--- src/design/hci_pkg.sv ---
package hci_pkg;

  localparam int CB     = 12;          // component bits
  localparam int SLOTS  = 4;
  localparam int SLOT_W = 2;
  localparam int QDEPTH = 2;           // command queue depth
  localparam int PW     = 2 * CB + 1;  // product width
  localparam int QW     = CB + 2;      // quotient width of a divide by FULL
  localparam int DNW    = 2 * CB + 3;  // divider dividend width
  localparam int DDW    = CB + 3;      // divider divisor width

  localparam logic [CB-1:0] FULL = {CB{1'b1}};

  typedef enum logic {
    OP_LOAD = 1'b0,
    OP_EVAL = 1'b1
  } op_t;

  typedef struct packed {
    op_t             op;
    logic [SLOT_W-1:0] slot;
    logic [CB-1:0]   start_red;
    logic [CB-1:0]   start_green;
    logic [CB-1:0]   start_blue;
    logic [CB-1:0]   end_red;
    logic [CB-1:0]   end_green;
    logic [CB-1:0]   end_blue;
    logic [CB-1:0]   t_frac;
  } item_t;

  typedef struct packed {
    logic           start;
    logic [DNW-1:0] dividend;
    logic [DDW-1:0] divisor;
  } div_req_t;

  typedef struct packed {
    logic          done;
    logic [CB-1:0] quot;
  } div_rsp_t;

  typedef enum logic [3:0] {
    S_IDLE,
    S_LCLS,
    S_LSW,
    S_LHW,
    S_LNEXT,
    S_EH,
    S_EH2,
    S_ES,
    S_EL,
    S_EHI,
    S_EHI2,
    S_ECH,
    S_ECH2
  } state_t;

  // x / FULL, truncated: reciprocal estimate plus one correction step.
  function automatic logic [QW-1:0] div_full(input logic [PW-1:0] x);
    logic [PW+1:0] s;
    logic [QW-1:0] q;
    logic [PW:0]   qf;
    logic [PW-1:0] r;
    s  = (PW+2)'(x) + (PW+2)'(x >> CB);
    q  = QW'(s >> CB);
    qf = (PW+1)'({q, {CB{1'b0}}}) - (PW+1)'(q);
    r  = PW'((PW+1)'(x) - qf);
    if (r >= PW'(FULL)) q = q + 1'b1;
    return q;
  endfunction

  function automatic logic [CB-1:0] clamp_full(input logic signed [CB+1:0] v);
    logic [CB-1:0] res;
    if (v < 0) res = '0;
    else if (v > $signed((CB+2)'(FULL))) res = FULL;
    else res = v[CB-1:0];
    return res;
  endfunction

endpackage

--- src/design/hci_front.sv ---
module hci_front (
  input  logic                       clk,
  input  logic                       rst_n,
  input  logic                       start,
  input  logic                       in_op,
  input  logic [hci_pkg::SLOT_W-1:0] in_slot,
  input  logic [hci_pkg::CB-1:0]     in_start_red,
  input  logic [hci_pkg::CB-1:0]     in_start_green,
  input  logic [hci_pkg::CB-1:0]     in_start_blue,
  input  logic [hci_pkg::CB-1:0]     in_end_red,
  input  logic [hci_pkg::CB-1:0]     in_end_green,
  input  logic [hci_pkg::CB-1:0]     in_end_blue,
  input  logic [hci_pkg::CB-1:0]     in_t_frac,
  output logic                       busy,
  input  logic                       pop,
  output logic                       avail,
  output hci_pkg::item_t             item
);

  localparam int QAW = (hci_pkg::QDEPTH > 1) ? $clog2(hci_pkg::QDEPTH) : 1;
  localparam int QCW = $clog2(hci_pkg::QDEPTH + 1);

  hci_pkg::item_t   mem_r [hci_pkg::QDEPTH];
  logic [QAW-1:0]   wr_r, rd_r;
  logic [QCW-1:0]   cnt_r;
  hci_pkg::item_t   word;
  logic             keep, push, do_pop;

  // loads aimed past the table are dropped here
  always_comb begin
    word.op          = hci_pkg::op_t'(in_op);
    word.slot        = in_slot;
    word.start_red   = in_start_red;
    word.start_green = in_start_green;
    word.start_blue  = in_start_blue;
    word.end_red     = in_end_red;
    word.end_green   = in_end_green;
    word.end_blue    = in_end_blue;
    word.t_frac      = in_t_frac;
    keep = (word.op == hci_pkg::OP_EVAL) ||
           ({1'b0, in_slot} < (hci_pkg::SLOT_W+1)'(hci_pkg::SLOTS));
  end

  assign busy   = (cnt_r == QCW'(hci_pkg::QDEPTH));
  assign avail  = (cnt_r != '0);
  assign item   = mem_r[rd_r];
  assign push   = start && !busy && keep;
  assign do_pop = pop && avail;

  always_ff @(posedge clk) begin
    if (push) mem_r[wr_r] <= word;
  end

  always_ff @(posedge clk) begin
    if (!rst_n) begin
      wr_r  <= '0;
      rd_r  <= '0;
      cnt_r <= '0;
    end else begin
      if (push)
        wr_r <= (wr_r == QAW'(hci_pkg::QDEPTH - 1)) ? '0 : wr_r + 1'b1;
      if (do_pop)
        rd_r <= (rd_r == QAW'(hci_pkg::QDEPTH - 1)) ? '0 : rd_r + 1'b1;
      if (push && !do_pop)      cnt_r <= cnt_r + 1'b1;
      else if (!push && do_pop) cnt_r <= cnt_r - 1'b1;
    end
  end

endmodule

--- src/design/hci_div.sv ---
module hci_div (
  input  logic              clk,
  input  logic              rst_n,
  input  hci_pkg::div_req_t req,
  output hci_pkg::div_rsp_t rsp
);

  localparam int CB  = hci_pkg::CB;
  localparam int DNW = hci_pkg::DNW;
  localparam int CW  = $clog2(CB);

  logic [DNW-1:0] rem_r, dsh_r;
  logic [CB-1:0]  q_r;
  logic [CW-1:0]  cnt_r;
  logic           run_r, done_r;
  logic           hit;

  // restoring division, quotient known to fit CB bits, one bit per cycle
  assign hit = (rem_r >= dsh_r);
  assign rsp.done = done_r;
  assign rsp.quot = q_r;

  always_ff @(posedge clk) begin
    if (req.start) begin
      rem_r <= req.dividend;
      dsh_r <= DNW'(req.divisor) << (CB - 1);
      q_r   <= '0;
    end else if (run_r) begin
      if (hit) rem_r <= rem_r - dsh_r;
      dsh_r <= dsh_r >> 1;
      q_r   <= {q_r[CB-2:0], hit};
    end
  end

  always_ff @(posedge clk) begin
    if (!rst_n) begin
      run_r  <= 1'b0;
      done_r <= 1'b0;
      cnt_r  <= '0;
    end else begin
      done_r <= 1'b0;
      if (req.start) begin
        run_r <= 1'b1;
        cnt_r <= CW'(CB - 1);
      end else if (run_r) begin
        if (cnt_r == '0) begin
          run_r  <= 1'b0;
          done_r <= 1'b1;
        end else begin
          cnt_r <= cnt_r - 1'b1;
        end
      end
    end
  end

endmodule

--- src/design/hci_back.sv ---
module hci_back (
  input  logic                       clk,
  input  logic                       rst_n,
  input  logic                       q_avail,
  input  hci_pkg::item_t             q_item,
  output logic                       q_pop,
  output hci_pkg::div_req_t          div_req,
  input  hci_pkg::div_rsp_t          div_rsp,
  output logic                       out_valid,
  output logic [hci_pkg::SLOT_W-1:0] out_slot,
  output logic [hci_pkg::CB-1:0]     out_red,
  output logic [hci_pkg::CB-1:0]     out_green,
  output logic [hci_pkg::CB-1:0]     out_blue,
  output logic                       out_last
);

  localparam int CB  = hci_pkg::CB;
  localparam int SW  = hci_pkg::SLOT_W;
  localparam int NS  = hci_pkg::SLOTS;
  localparam int PW  = hci_pkg::PW;
  localparam int QW  = hci_pkg::QW;
  localparam int DNW = hci_pkg::DNW;
  localparam int DDW = hci_pkg::DDW;
  localparam int NW  = CB + 3;
  localparam int XW  = CB + 4;
  localparam logic [CB-1:0] F = hci_pkg::FULL;
  localparam logic signed [XW-1:0] X1 = XW'(hci_pkg::FULL);
  localparam logic signed [XW-1:0] X2 = XW'(2 * hci_pkg::FULL);
  localparam logic signed [XW-1:0] X3 = XW'(3 * hci_pkg::FULL);
  localparam logic signed [XW-1:0] X4 = XW'(4 * hci_pkg::FULL);
  localparam logic signed [XW-1:0] X6 = XW'(6 * hci_pkg::FULL);

  typedef enum logic [1:0] {SEL_R, SEL_G, SEL_B} sel_t;
  typedef enum logic [1:0] {P_RISE, P_HI, P_FALL, P_LO} piece_t;

  hci_pkg::state_t state_r, state_nxt;

  // slot table
  logic [CB-1:0] sh_r [NS];
  logic [CB-1:0] ss_r [NS];
  logic [CB-1:0] sl_r [NS];
  logic [CB-1:0] eh_r [NS];
  logic [CB:0]   sd_r [NS];
  logic [CB:0]   ld_r [NS];

  hci_pkg::item_t item_r;
  logic [SW-1:0]  idx_r;
  logic           col_r;
  logic [1:0]     ch_r;
  logic [PW-1:0]  prod_r;
  logic           neg_r, wrap_r, case_r;
  piece_t         piece_r;
  logic [CB-1:0]  hb_r, hue_r, s_r, l_r, hi_r, lo_r, red_r, grn_r;
  logic [NW-1:0]  num_r;
  logic [CB-1:0]  dl_r, ht_r, st_r, lt_r, h0_r, s0_r, l0_r;
  logic           out_valid_r, out_last_r;
  logic [SW-1:0]  out_slot_r;
  logic [CB-1:0]  out_red_r, out_green_r, out_blue_r;

  // color classification
  logic [CB-1:0] cr, cg, cbl, mx, mn, dlt, lgt;
  sel_t          sel;
  logic [CB:0]   sum, den;
  logic [NW-1:0] num;

  always_comb begin
    cr  = col_r ? item_r.end_red   : item_r.start_red;
    cg  = col_r ? item_r.end_green : item_r.start_green;
    cbl = col_r ? item_r.end_blue  : item_r.start_blue;
    if (cr >= cg) begin
      if (cr >= cbl) begin
        sel = SEL_R; mx = cr; mn = (cbl < cg) ? cbl : cg;
      end else begin
        sel = SEL_B; mx = cbl; mn = cg;
      end
    end else begin
      if (cg < cbl) begin
        sel = SEL_B; mx = cbl; mn = cr;
      end else begin
        sel = SEL_G; mx = cg; mn = (cbl < cr) ? cbl : cr;
      end
    end
    sum = {1'b0, mx} + {1'b0, mn};
    dlt = mx - mn;
    lgt = sum[CB:1];
    den = (sum < {1'b0, F}) ? sum : (CB+1)'(2 * hci_pkg::FULL) - sum;
    // sector numerator, kept non-negative by the sector offsets
    unique case (sel)
      SEL_R: num = (cg >= cbl) ? NW'(cg) - NW'(cbl)
                               : NW'(cg) + (NW'(dlt) << 2) + (NW'(dlt) << 1) - NW'(cbl);
      SEL_G: num = NW'(cbl) + (NW'(dlt) << 1) - NW'(cr);
      default: num = NW'(cr) + (NW'(dlt) << 2) - NW'(cg);
    endcase
  end

  // evaluate datapath
  logic [CB-1:0]   ha, hz, hl, hh, tt, dd, m2;
  logic            swp, wrap;
  logic [CB:0]     sdv, ldv;
  logic [CB-1:0]   sd_abs, ld_abs;
  logic [QW-1:0]   divq;
  logic [CB:0]     hv;
  logic [CB-1:0]   hue_new, hi_new, lo_new, chv;
  logic [CB+1:0]   t_hi;
  logic signed [CB+1:0] sv;
  logic [CB+2:0]   h6;
  logic signed [XW-1:0] xs;
  piece_t          piece;
  logic [CB-1:0]   frac;
  logic [CB-1:0]   mul_a;
  logic [CB:0]     mul_b;
  logic [PW-1:0]   mul_p;
  logic            last;

  always_comb begin
    ha   = sh_r[idx_r];
    hz   = eh_r[idx_r];
    swp  = ha > hz;
    hl   = swp ? hz : ha;
    hh   = swp ? ha : hz;
    tt   = swp ? F - item_r.t_frac : item_r.t_frac;
    dd   = hh - hl;
    wrap = {dd, 1'b0} > {1'b0, F};
    m2   = wrap ? F - dd : dd;
    sdv  = sd_r[idx_r];
    ldv  = ld_r[idx_r];
    sd_abs = sdv[CB] ? CB'(~sdv + 1'b1) : sdv[CB-1:0];
    ld_abs = ldv[CB] ? CB'(~ldv + 1'b1) : ldv[CB-1:0];
    divq = hci_pkg::div_full(prod_r);
    last = (idx_r == SW'(NS - 1));

    // hue: backward path wraps once modulo one turn
    hv = (CB+1)'(hb_r) + (CB+1)'(F) - (CB+1)'(divq);
    if (wrap_r) hue_new = (hv >= (CB+1)'(F)) ? CB'(hv - (CB+1)'(F)) : hv[CB-1:0];
    else        hue_new = CB'((CB+1)'(hb_r) + (CB+1)'(divq));

    // saturation or lightness step, signed delta
    sv = neg_r ? $signed((CB+2)'({1'b0, (state_r == hci_pkg::S_ES) ? ss_r[idx_r] : sl_r[idx_r]}))
                 - $signed((CB+2)'(divq))
               : $signed((CB+2)'({1'b0, (state_r == hci_pkg::S_ES) ? ss_r[idx_r] : sl_r[idx_r]}))
                 + $signed((CB+2)'(divq));

    t_hi   = (CB+2)'(l_r) + (CB+2)'(s_r) - (CB+2)'(divq);
    hi_new = case_r ? t_hi[CB-1:0] : divq[CB-1:0];
    lo_new = CB'({l_r, 1'b0} - (CB+1)'(hi_new));

    // hue position times six, shifted per channel
    h6 = (NW'(hue_r) << 2) + (NW'(hue_r) << 1);
    xs = $signed(XW'(h6));
    if (ch_r == 2'd0)      xs = xs + X2;
    else if (ch_r == 2'd2) xs = xs - X2;
    if (xs < 0)  xs = xs + X6;
    if (xs > X6) xs = xs - X6;
    frac = '0;
    if (xs < X1) begin
      piece = P_RISE; frac = xs[CB-1:0];
    end else if (xs < X3) begin
      piece = P_HI;
    end else if (xs < X4) begin
      piece = P_FALL; frac = CB'(X4 - xs);
    end else begin
      piece = P_LO;
    end

    unique case (piece_r)
      P_HI:    chv = hi_r;
      P_LO:    chv = lo_r;
      default: chv = CB'((CB+1)'(lo_r) + (CB+1)'(divq));
    endcase

    // one shared multiplier, operands chosen by step
    mul_a = '0;
    mul_b = '0;
    unique case (state_r)
      hci_pkg::S_EH:  begin mul_a = tt;             mul_b = {1'b0, m2};     end
      hci_pkg::S_EH2: begin mul_a = item_r.t_frac;  mul_b = {1'b0, sd_abs}; end
      hci_pkg::S_ES:  begin mul_a = item_r.t_frac;  mul_b = {1'b0, ld_abs}; end
      hci_pkg::S_EHI: begin
        mul_a = l_r;
        mul_b = ({l_r, 1'b0} <= {1'b0, F}) ? {1'b0, F} + {1'b0, s_r} : {1'b0, s_r};
      end
      hci_pkg::S_ECH: begin mul_a = hi_r - lo_r;    mul_b = {1'b0, frac};   end
      default: ;
    endcase
    mul_p = PW'(mul_a) * PW'(mul_b);
  end

  // next state, queue pop, divider requests
  always_comb begin
    state_nxt        = state_r;
    q_pop            = 1'b0;
    div_req.start    = 1'b0;
    div_req.dividend = (DNW'(dlt) << CB) - DNW'(dlt);
    div_req.divisor  = DDW'(den);
    unique case (state_r)
      hci_pkg::S_IDLE: if (q_avail) begin
        q_pop     = 1'b1;
        state_nxt = (q_item.op == hci_pkg::OP_EVAL) ? hci_pkg::S_EH : hci_pkg::S_LCLS;
      end
      hci_pkg::S_LCLS: begin
        if (dlt == '0) state_nxt = hci_pkg::S_LNEXT;
        else begin
          div_req.start = 1'b1;
          state_nxt     = hci_pkg::S_LSW;
        end
      end
      hci_pkg::S_LSW: begin
        div_req.dividend = (DNW'(num_r) << CB) - DNW'(num_r);
        div_req.divisor  = (DDW'(dl_r) << 2) + (DDW'(dl_r) << 1);
        if (div_rsp.done) begin
          div_req.start = 1'b1;
          state_nxt     = hci_pkg::S_LHW;
        end
      end
      hci_pkg::S_LHW:   if (div_rsp.done) state_nxt = hci_pkg::S_LNEXT;
      hci_pkg::S_LNEXT: state_nxt = col_r ? hci_pkg::S_IDLE : hci_pkg::S_LCLS;
      hci_pkg::S_EH:    state_nxt = hci_pkg::S_EH2;
      hci_pkg::S_EH2:   state_nxt = hci_pkg::S_ES;
      hci_pkg::S_ES:    state_nxt = hci_pkg::S_EL;
      hci_pkg::S_EL:    state_nxt = hci_pkg::S_EHI;
      hci_pkg::S_EHI: begin
        if (s_r == '0) state_nxt = last ? hci_pkg::S_IDLE : hci_pkg::S_EH;
        else           state_nxt = hci_pkg::S_EHI2;
      end
      hci_pkg::S_EHI2:  state_nxt = hci_pkg::S_ECH;
      hci_pkg::S_ECH:   state_nxt = hci_pkg::S_ECH2;
      hci_pkg::S_ECH2: begin
        if (ch_r == 2'd2) state_nxt = last ? hci_pkg::S_IDLE : hci_pkg::S_EH;
        else              state_nxt = hci_pkg::S_ECH;
      end
      default: state_nxt = hci_pkg::S_IDLE;
    endcase
  end

  always_ff @(posedge clk) begin
    if (!rst_n) state_r <= hci_pkg::S_IDLE;
    else        state_r <= state_nxt;
  end

  // slot table, cleared at reset
  always_ff @(posedge clk) begin
    if (!rst_n) begin
      for (int i = 0; i < NS; i++) begin
        sh_r[i] <= '0; ss_r[i] <= '0; sl_r[i] <= '0;
        eh_r[i] <= '0; sd_r[i] <= '0; ld_r[i] <= '0;
      end
    end else if (state_r == hci_pkg::S_LNEXT && col_r) begin
      sh_r[item_r.slot] <= h0_r;
      ss_r[item_r.slot] <= s0_r;
      sl_r[item_r.slot] <= l0_r;
      eh_r[item_r.slot] <= ht_r;
      sd_r[item_r.slot] <= {1'b0, st_r} - {1'b0, s0_r};
      ld_r[item_r.slot] <= {1'b0, lt_r} - {1'b0, l0_r};
    end
  end

  // working datapath
  always_ff @(posedge clk) begin
    unique case (state_r)
      hci_pkg::S_IDLE: begin
        item_r <= q_item;
        idx_r  <= '0;
        col_r  <= 1'b0;
      end
      hci_pkg::S_LCLS: begin
        lt_r  <= lgt;
        num_r <= num;
        dl_r  <= dlt;
        if (dlt == '0) begin
          ht_r <= '0;
          st_r <= '0;
        end
      end
      hci_pkg::S_LSW: if (div_rsp.done) st_r <= div_rsp.quot;
      hci_pkg::S_LHW: if (div_rsp.done) ht_r <= div_rsp.quot;
      hci_pkg::S_LNEXT: begin
        h0_r  <= ht_r;
        s0_r  <= st_r;
        l0_r  <= lt_r;
        col_r <= 1'b1;
      end
      hci_pkg::S_EH: begin
        prod_r <= mul_p;
        wrap_r <= wrap;
        hb_r   <= hl;
      end
      hci_pkg::S_EH2: begin
        hue_r  <= hue_new;
        prod_r <= mul_p;
        neg_r  <= sdv[CB];
      end
      hci_pkg::S_ES: begin
        s_r    <= hci_pkg::clamp_full(sv);
        prod_r <= mul_p;
        neg_r  <= ldv[CB];
      end
      hci_pkg::S_EL: l_r <= hci_pkg::clamp_full(sv);
      hci_pkg::S_EHI: begin
        prod_r <= mul_p;
        case_r <= !({l_r, 1'b0} <= {1'b0, F});
        ch_r   <= 2'd0;
        if (s_r == '0) idx_r <= idx_r + 1'b1;
      end
      hci_pkg::S_EHI2: begin
        hi_r <= hi_new;
        lo_r <= lo_new;
      end
      hci_pkg::S_ECH: begin
        prod_r  <= mul_p;
        piece_r <= piece;
      end
      hci_pkg::S_ECH2: begin
        if (ch_r == 2'd0) red_r <= chv;
        if (ch_r == 2'd1) grn_r <= chv;
        ch_r <= ch_r + 1'b1;
        if (ch_r == 2'd2) idx_r <= idx_r + 1'b1;
      end
      default: ;
    endcase
  end

  // result word, shown for one cycle
  always_ff @(posedge clk) begin
    if (!rst_n) begin
      out_valid_r <= 1'b0;
    end else begin
      out_valid_r <= (state_r == hci_pkg::S_EHI && s_r == '0) ||
                     (state_r == hci_pkg::S_ECH2 && ch_r == 2'd2);
    end
  end

  always_ff @(posedge clk) begin
    if (state_r == hci_pkg::S_EHI && s_r == '0) begin
      out_slot_r  <= idx_r;
      out_last_r  <= last;
      out_red_r   <= l_r;
      out_green_r <= l_r;
      out_blue_r  <= l_r;
    end else if (state_r == hci_pkg::S_ECH2 && ch_r == 2'd2) begin
      out_slot_r  <= idx_r;
      out_last_r  <= last;
      out_red_r   <= red_r;
      out_green_r <= grn_r;
      out_blue_r  <= chv;
    end
  end

  assign out_valid = out_valid_r;
  assign out_slot  = out_slot_r;
  assign out_red   = out_red_r;
  assign out_green = out_green_r;
  assign out_blue  = out_blue_r;
  assign out_last  = out_last_r;

endmodule

--- src/design/hsl_color_interpolator.sv ---
// HSL color interpolator over a four-slot table. A load word (in_op = 0)
// converts its start and end RGB colors to HSL and stores them in slot
// in_slot; it returns nothing. An evaluate word (in_op = 1) walks all slots at
// fraction in_t_frac and emits one RGB word per slot, slot 0 first, with
// out_last on the final slot. Each result is on the out_ ports for exactly one
// cycle with out_valid high and is not held: capture it then. A two-entry
// command queue sits in front, so start is taken whenever busy is low, even
// while the engine works. Steps: the engine takes a word from the queue in
// its idle state. A load then runs, per non-grey color, a classify step, two
// 12-step divides on one shared serial divider and a store step, and only the
// classify and store steps for a grey one. An evaluate runs, per slot, the
// hue, saturation, lightness and high/low steps and then the channel steps,
// with its multiplies on a single shared multiplier; a grey slot leaves out
// the channel steps and returns its lightness.
module hsl_color_interpolator (
  input  logic                       clk,
  input  logic                       rst_n,
  input  logic                       start,
  output logic                       busy,
  input  logic                       in_op,
  input  logic [hci_pkg::SLOT_W-1:0] in_slot,
  input  logic [hci_pkg::CB-1:0]     in_start_red,
  input  logic [hci_pkg::CB-1:0]     in_start_green,
  input  logic [hci_pkg::CB-1:0]     in_start_blue,
  input  logic [hci_pkg::CB-1:0]     in_end_red,
  input  logic [hci_pkg::CB-1:0]     in_end_green,
  input  logic [hci_pkg::CB-1:0]     in_end_blue,
  input  logic [hci_pkg::CB-1:0]     in_t_frac,
  output logic                       out_valid,
  output logic [hci_pkg::SLOT_W-1:0] out_slot,
  output logic [hci_pkg::CB-1:0]     out_red,
  output logic [hci_pkg::CB-1:0]     out_green,
  output logic [hci_pkg::CB-1:0]     out_blue,
  output logic                       out_last
);

  logic              q_avail, q_pop;
  hci_pkg::item_t    q_item;
  hci_pkg::div_req_t div_req;
  hci_pkg::div_rsp_t div_rsp;

  // front: classify and queue incoming words
  hci_front u_front (
    .clk            (clk),
    .rst_n          (rst_n),
    .start          (start),
    .in_op          (in_op),
    .in_slot        (in_slot),
    .in_start_red   (in_start_red),
    .in_start_green (in_start_green),
    .in_start_blue  (in_start_blue),
    .in_end_red     (in_end_red),
    .in_end_green   (in_end_green),
    .in_end_blue    (in_end_blue),
    .in_t_frac      (in_t_frac),
    .busy           (busy),
    .pop            (q_pop),
    .avail          (q_avail),
    .item           (q_item)
  );

  // back: sequenced load and evaluate engine
  hci_back u_back (
    .clk       (clk),
    .rst_n     (rst_n),
    .q_avail   (q_avail),
    .q_item    (q_item),
    .q_pop     (q_pop),
    .div_req   (div_req),
    .div_rsp   (div_rsp),
    .out_valid (out_valid),
    .out_slot  (out_slot),
    .out_red   (out_red),
    .out_green (out_green),
    .out_blue  (out_blue),
    .out_last  (out_last)
  );

  // serial divider for saturation and hue on load
  hci_div u_div (
    .clk   (clk),
    .rst_n (rst_n),
    .req   (div_req),
    .rsp   (div_rsp)
  );

endmodule

--- config.mk ---
export PLATFORM = sky130hd
export DESIGN_NAME = hsl_color_interpolator
export DESIGN_NICKNAME = d
export VERILOG_FILES = /design/src/design/hci_pkg.sv /design/src/design/hci_front.sv /design/src/design/hci_div.sv /design/src/design/hci_back.sv /design/src/design/hsl_color_interpolator.sv
export SDC_FILE = /design/constraint.sdc
export NUM_CORES = 2
export LEC_CHECK = 0
export ABC_AREA = 1
export BUFFER_PORTS_ARGS = -buffer_cell sky130_fd_sc_hd__buf_4
export CORE_ASPECT_RATIO = 0.8
export CORE_UTILIZATION = 45
export CTS_BUF_LIST = sky130_fd_sc_hd__clkbuf_16
export CTS_CLUSTER_DIAMETER = 30
export CTS_CLUSTER_SIZE = 20
export DETAILED_ROUTE_END_ITERATION = 10
export GPL_TIMING_DRIVEN = 0
export PLACE_DENSITY_LB_ADDON = 0.08
export RECOVER_POWER = 25
export SETUP_SLACK_MARGIN = 0.2
export SYNTH_ARGS = -nofsm -noshare
export SYNTH_HDL_FRONTEND = slang
export SYNTH_HIERARCHICAL = 1
export SYNTH_SLANG_ARGS = --single-unit
--- constraint.sdc ---
create_clock -name clk -period 12.7 [get_ports clk]
set_input_delay 2.54 -clock clk [delete_from_list [all_inputs] [get_ports clk]]
set_output_delay 2.54 -clock clk [all_outputs]
set_load 0.02 [all_outputs]
## Yosys cells after proc, flatten, opt, wreduce, memory -nomap -nowiden

Memories as Yosys holds them, arrays and structs flattened. A register that Yosys moved wholly into a read port is not among the register bits.
Cells that the tools add are included.

| cells by class | value |
|---|---|
| bitwise logic cells | 5 |
| multiplexer cells | 128 |
| equal/unequal tests | 26 |
| $lt $le $gt $ge | 20 |
| reduce and logical (&&, ||, !) cells | 49 |
| add/subtract/negate cells | 51 |
| multipliers | 1 |

Operators by type and width:

| operator | number |
|---|---|
| 2-to-1 mux 12 bit | 38 |
| 2-to-1 mux 27 bit | 3 |
| one-hot mux 12 bit (2 select lines) | 3 |
| one-hot mux 13 bit (5 select lines) | 1 |
| 2-to-1 mux 16 bit | 4 |
| subtractor 12 bit | 5 |
| 2-to-1 mux 13 bit | 4 |
| 2-to-1 mux 26 bit | 2 |
| one-hot mux 4 bit (13 select lines) | 1 |
| one-hot mux 12 bit (4 select lines) | 1 |
| OR reduction 12 bit | 4 |
| subtractor 15 x 12 -> 15 bit | 3 |
| 2-to-1 mux 2 bit | 21 |
| 2-to-1 mux 42 bit | 1 |
| subtractor 12 x 12 -> 13 bit | 3 |
| adder 12 bit | 3 |
| >= comparator 12 bit | 3 |
| < comparator 12 bit | 3 |
| < comparator 16 x 15 -> 1 bit, second input constant | 2 |
| 2-to-1 mux 4 bit | 8 |
| adder 12 x 14 -> 15 bit | 2 |
| adder 14 x 13 -> 15 bit | 2 |
| one-hot mux 15 bit (2 select lines) | 1 |
| 2-to-1 mux 1 bit | 29 |
| other kinds (71) | 133 |

| word-level totals | value |
|---|---|
| memory bits (writable) | 470 |
| memories kept | 7 |
| input bits | 90 |
| register bits after elaboration | 435 |
| output and inout port bits | 41 |
| word-level logic and storage cells | 338 |

Memory list:

| name | words | bits a word | read ports | clocked after Yosys merged registers in | wr ports | line | text |
|---|---|---|---|---|---|---|---|
| u_front.mem_r | 2 | 87 | 1 | 1 | 1 | hci_front.sv:23 | `hci_pkg::item_t mem_r [hci_pkg::QDEPTH];` |
| u_back.ld_r | 4 | 13 | 1 | 1 | 4 | hci_back.sv:44 | `logic [CB:0] ld_r [NS];` |
| u_back.sd_r | 4 | 13 | 1 | 1 | 4 | hci_back.sv:43 | `logic [CB:0] sd_r [NS];` |
| u_back.eh_r | 4 | 12 | 1 | 1 | 4 | hci_back.sv:42 | `logic [CB-1:0] eh_r [NS];` |
| u_back.sh_r | 4 | 12 | 1 | 1 | 4 | hci_back.sv:39 | `logic [CB-1:0] sh_r [NS];` |
| u_back.sl_r | 4 | 12 | 1 | 1 | 4 | hci_back.sv:41 | `logic [CB-1:0] sl_r [NS];` |
| 1 more memories | n/a | n/a | n/a | n/a | n/a | n/a |  |

## Logic depth before layout (Yosys ltp)

| logic depth | value |
|---|---|
| depth in word-level cells | 14 |
| depth in mapped cells | 73 |
| gate-level depth less buffers | 70 |

## Hierarchy

Netlist, hierarchy kept.

By module, submodules not included:

| module | area each (um2) | cells an instance | sequential area each (um2) | instances |
|---|---|---|---|---|
| hci_back | 50741.2 | 6115 | 19658.9 | 1 |
| hci_front | 6640.1 | 308 | 5325.1 | 1 |
| hci_div | 4860.9 | 717 | 1841.8 | 1 |

## Worst setup path before layout

OpenSTA, ideal clock, no wires.

| timing | value |
|---|---|
| kind | register -> register |
| start | register with a tool-made name |
| end | register u_back.prod_r[24], data pin |
| path slack | 2.093 ns |
| buffers on the path | 8 |
| clock period less this slack | 10.607 ns |
| arrival time | 10.347 ns |
| required time | 12.439 ns |
| stages on the path, launching flop included | 66 |
| library setup time | 0.261 ns |
| cells stage by stage | dfxtp_1 > inv_1 > clkbuf_1 > clkbuf_1 > buf_1 > buf_1 > clkbuf_1 > clkbuf_1 > clkbuf_1 > nand2_1 > a32o_1 > ha_1 > nand2_1 > nor2_1 > nand3_1 > o2111ai_1 > nand2_1 > inv_1 > (+30 left out) > o21ai_0 > nand3_1 > nand2_1 > a21o_1 > a21oi_1 > o21bai_1 > a21oi_1 > o21ai_0 > nand2_1 > nand2_1 > nand3_1 > nand2_1 > nand3_1 > nand2_1 > a21oi_1 > nor2_1 > nor2_1 > xor2_1 |

RTL lines:

| item | line | text |
|---|---|---|
| end signal, assigned | hci_back.sv:283 | `prod_r <= mul_p;` |
| end signal, assigned | hci_back.sv:289 | `prod_r <= mul_p;` |
| end signal, assigned | hci_back.sv:294 | `prod_r <= mul_p;` |
| end, declared | hci_back.sv:50 | `logic [PW-1:0] prod_r;` |

==> flow_summary.yaml <==
route:
  route.detailed.wl_per_inst_um: 19.8
  remaining_drc_errors: 0
  finalWirelength_um: 188000
  drt_pass1_iterations: 6
  drtIter0Drc: 4057
  antenna_violating_nets_post_route: 0
  vias: 49997
  vias_per_cell: 5.27
synthesis:
  yosysWarnings: 6
  synth_compound_gate_area_share_pct: 10.4
  ys_types: 68
  synth-async-reset-ratio_pct: 0
  synth.area.mux_share_pct: 1.81
  ys_seq_elements: 907
  synthXorXnorAreaFrac_pct: 3.14
  netlist_instances: 7140
  synth-adder-area-share_pct: 14.2
  most_used_dff_post_synth: "sky130_fd_sc_hd__edfxtp_1"
  ys_seq_area_share_pct: 43.1
  synth-edff-count: 866
  post_synth_instance_area_um2: 62200
  avgSynthCellArea_um2: 8.72
  synth-simple-area-share_pct: 19.2
  dominant_combinational_cell_family_by_area_after_synthesis: "simple AND/OR/NAND/NOR gates"
  mappedNetlistNets: 7826
global_routing:
  vias_in_the_first_global_route: 48315
  grt_pass1_wl_um: 287000
  global_route.usage.total_pct: 26.9
  grt_antenna_before_repair: 0
  grt_max_degree: 54
  grt_overflow: 0
sta:
  final.setup_skew_ns: 0.0500
  timing_hold_violations_final: 0
  timing.final.setup_violations: 0
  layout_worst_path_cycle_share_pct: 94.2
  total_count_of_max_transition_violations_in_the_final_report: 89
  worst_pin_slew_ns: 2.36
  grt_setup_unrepaired: "true"
  final_period_minus_worst_setup_slack_ns: 11.96
  max_frequency_mhz: 83.6
  relSlewSlack_pct: -57.7
finish:
  drive_above_1_share_pct: 9.46
  antenna-diode-count: 0
  area_growth_from_synthesis_to_final_layout_pct: 16.0
  design.final.nets: 8173
  fill_cells: 12658
  final_design_instance_area_without_fill_um2: 72200
clock_tree:
  depth_of_the_cts_h_tree: 4
  cts_tree: "done"
  cts_buffer_count: 180
  cts.hold.buffers_added: 0
  cts.clk_slew.worst_paths_ns: 0.05
  cts.sinks: 907
  cts-root-buf: "sky130_fd_sc_hd__clkbuf_16"
  worst_skew_pair.late_latency_ns: 0.82
  cts_max_path_buffers: 3
hold_path:
  timing.hold.worst.class: "register to register"
die:
  top_level_ports: 131
  fp.dieArea_um2: 140000
  fp.dieH_um: 335
  design.core.area_um2: 137000
  row_count: 121
  die_width_um: 418
  initial_core_util_pct: 45.5
critical_path:
  critPathMaxFanout: 10
  kind_of_capture_point_of_the_worst_setup_path: "register"
  worst_path_most_repeated_cell: "sky130_fd_sc_hd__nand2_1"
  worstSetupStartpointType: "register"
  cp.required_ns: 13.23
  critPathTopFamily: "adder cells"
  max_stage_delay_ns: 0.55
  timing.critical_path.arrival_ns: 12.49
  setup.worst_path.class: "register to register"
  critPathSlowestCell: "sky130_fd_sc_hd__fa_1"
  cp_num_buf_inv: 12
placement:
  gp_congestion: 0.956
  numPortBuffers: 130
  detailedPlacementHpwl_um: 147000
  dpl-instance-area_um2: 66100
run_status:
  violations: "max-capacitance violations, max-slew violations"
  result_of_the_run: "finished with violations"
job:
  drv.max_cap_violation_count: 4
final timing paths:
check	startpoint	endpoint	slack [ns]	cells after the start
min	u_back/lt_r[7]	u_back/l0_r[7]	0.45	0
max reg2reg	register	u_back/prod_r[24]	0.74	57
max	register	u_back/prod_r[24]	0.74	57
min reg2reg	u_back/lt_r[7]	u_back/l0_r[7]	0.45	0
per-layer routing:
metal  track usage, %  vias up  wire length [um]
li1                 -    24394                 -
met2             42.9     1423             85100
met5                0        -                 0
met1             38.2    23916             87100
met4             7.44        0              4600
met3             3.92      264             11200
what timing repair did:
| action | in CTS | in global routing |
|---|---|---|
| setup buffers | 0 | 6 |
| pin swaps | 1 | 2 |
| gates resized for setup | 32 | 47 |
| endpoints found under the setup margin | 155 | 131 |
stage by stage:
step	hold WS, ns	setup TNS (ns)	instances	setup slack [ns]	util [%]
global route	0.466	-0.00375	9487	-0.00375	52.8
finish	0.454	0	9487	0.738	52.8
CTS	0.458	0	9480	0.0875	53.0
global placement	0.435	-324.04	9115	-3.04	47.9
detailed placement	0.446	-107.06	9143	-1.55	48.4
floorplan	0.426	0	7140	2.09	-
sequential cells by signal, summed over array words and instances, names as in the netlist, 15 cells and up, named ones only:
name / cells
u_back/ss_r: 48
u_back/sl_r: 48
u_front/mem_r: 174
u_back/ld_r: 52
u_back/sd_r: 52
u_back/item_r: 86
u_div/rem_r: 27
u_div/dsh_r: 26
u_back/prod_r: 25
u_back/sh_r: 48
u_back/eh_r: 48
u_back/num_r: 15
kinds of logic (layout without fill, tap and decap cells):
kind of cell / Yosys count / after routing
compound gates: 1139 / 1139
fa+ha+maj: 596 / 596
mux: 90 / 90
simple gates: 2865 / 2865
xor+xnor: 222 / 222
flops: 907 / 907
buf+inv: 1320 / 1822
other cells: 1 / 1
synth_stat cells (all sizes together) (3+ instances only):
cell type	n	area, um^2
clkinv	15	56.3
nor2	941	3610
o32ai	3	26.3
nor3	60	300
a21oi	400	2020
o22ai	52	325
inv	1127	4230
and2	10	62.6
o31ai	21	158
o21ai	450	2260
or2	67	419
nor4	12	75.1
dfxtp	41	821
a21o	16	120
xnor2	71	622
fa	181	3620
nand3b	11	82.6
o21a	8	60.1
buf	47	285
a21boi	6	45.0
a211oi	5	37.5
nor3b	5	37.5
o221ai	32	280
a32oi	21	184
o21bai	41	319
o211ai	30	225
nand2	1431	5620
nand4	53	344
a221oi	6	52.6
xor2	151	1330
clkbuf	131	492
mux2	89	1110
ha	415	5190
nand3	272	1390
a32o	13	130
and3	3	18.8
edfxtp	866	26000
a31oi	23	144
cell usage in the layout (no fill, tap or decap), types with 24 or more instances in the layout:
cell type	n
sky130_fd_sc_hd__xor2_1	148
sky130_fd_sc_hd__xnor2_1	71
sky130_fd_sc_hd__nand3_1	267
sky130_fd_sc_hd__nand2_1	1368
sky130_fd_sc_hd__o211ai_1	30
sky130_fd_sc_hd__dfxtp_1	41
sky130_fd_sc_hd__buf_4	71
sky130_fd_sc_hd__nand2_4	25
sky130_fd_sc_hd__nor3_1	60
sky130_fd_sc_hd__a21oi_1	395
sky130_fd_sc_hd__nand4_1	51
sky130_fd_sc_hd__clkbuf_1	157
sky130_fd_sc_hd__edfxtp_1	866
sky130_fd_sc_hd__or2_2	63
sky130_fd_sc_hd__o21bai_1	40
sky130_fd_sc_hd__mux2_1	33
sky130_fd_sc_hd__nand2_2	38
sky130_fd_sc_hd__clkinvlp_4	25
sky130_fd_sc_hd__clkbuf_16	181
sky130_fd_sc_hd__fa_1	181
sky130_fd_sc_hd__inv_2	24
sky130_fd_sc_hd__inv_1	1123
sky130_fd_sc_hd__ha_1	415
sky130_fd_sc_hd__nor2_1	913
sky130_fd_sc_hd__o221ai_1	32
sky130_fd_sc_hd__mux2_2	53
sky130_fd_sc_hd__o21ai_0	431
sky130_fd_sc_hd__clkbuf_4	49
sky130_fd_sc_hd__clkinv_1	35
sky130_fd_sc_hd__o22ai_1	51
cell type report:
type / count / area [um^2] / share of cell area (%)
clock inverter: 156 / 1730 / 2.39
clock buffer: 181 / 4530 / 6.27
buffer: 178 / 793 / 1.10
tap: 1845 / 2310 / 3.20
multi-input combinational: 4913 / 30400 / 42.1
timing repair buffer: 165 / 1340 / 1.86
sequential: 907 / 26800 / 37.1
inverter: 1142 / 4290 / 5.94
Power is left out: the tool's default activity adds up to more than one toggle a clock period on the data nets, which glitch-free logic cannot reach.
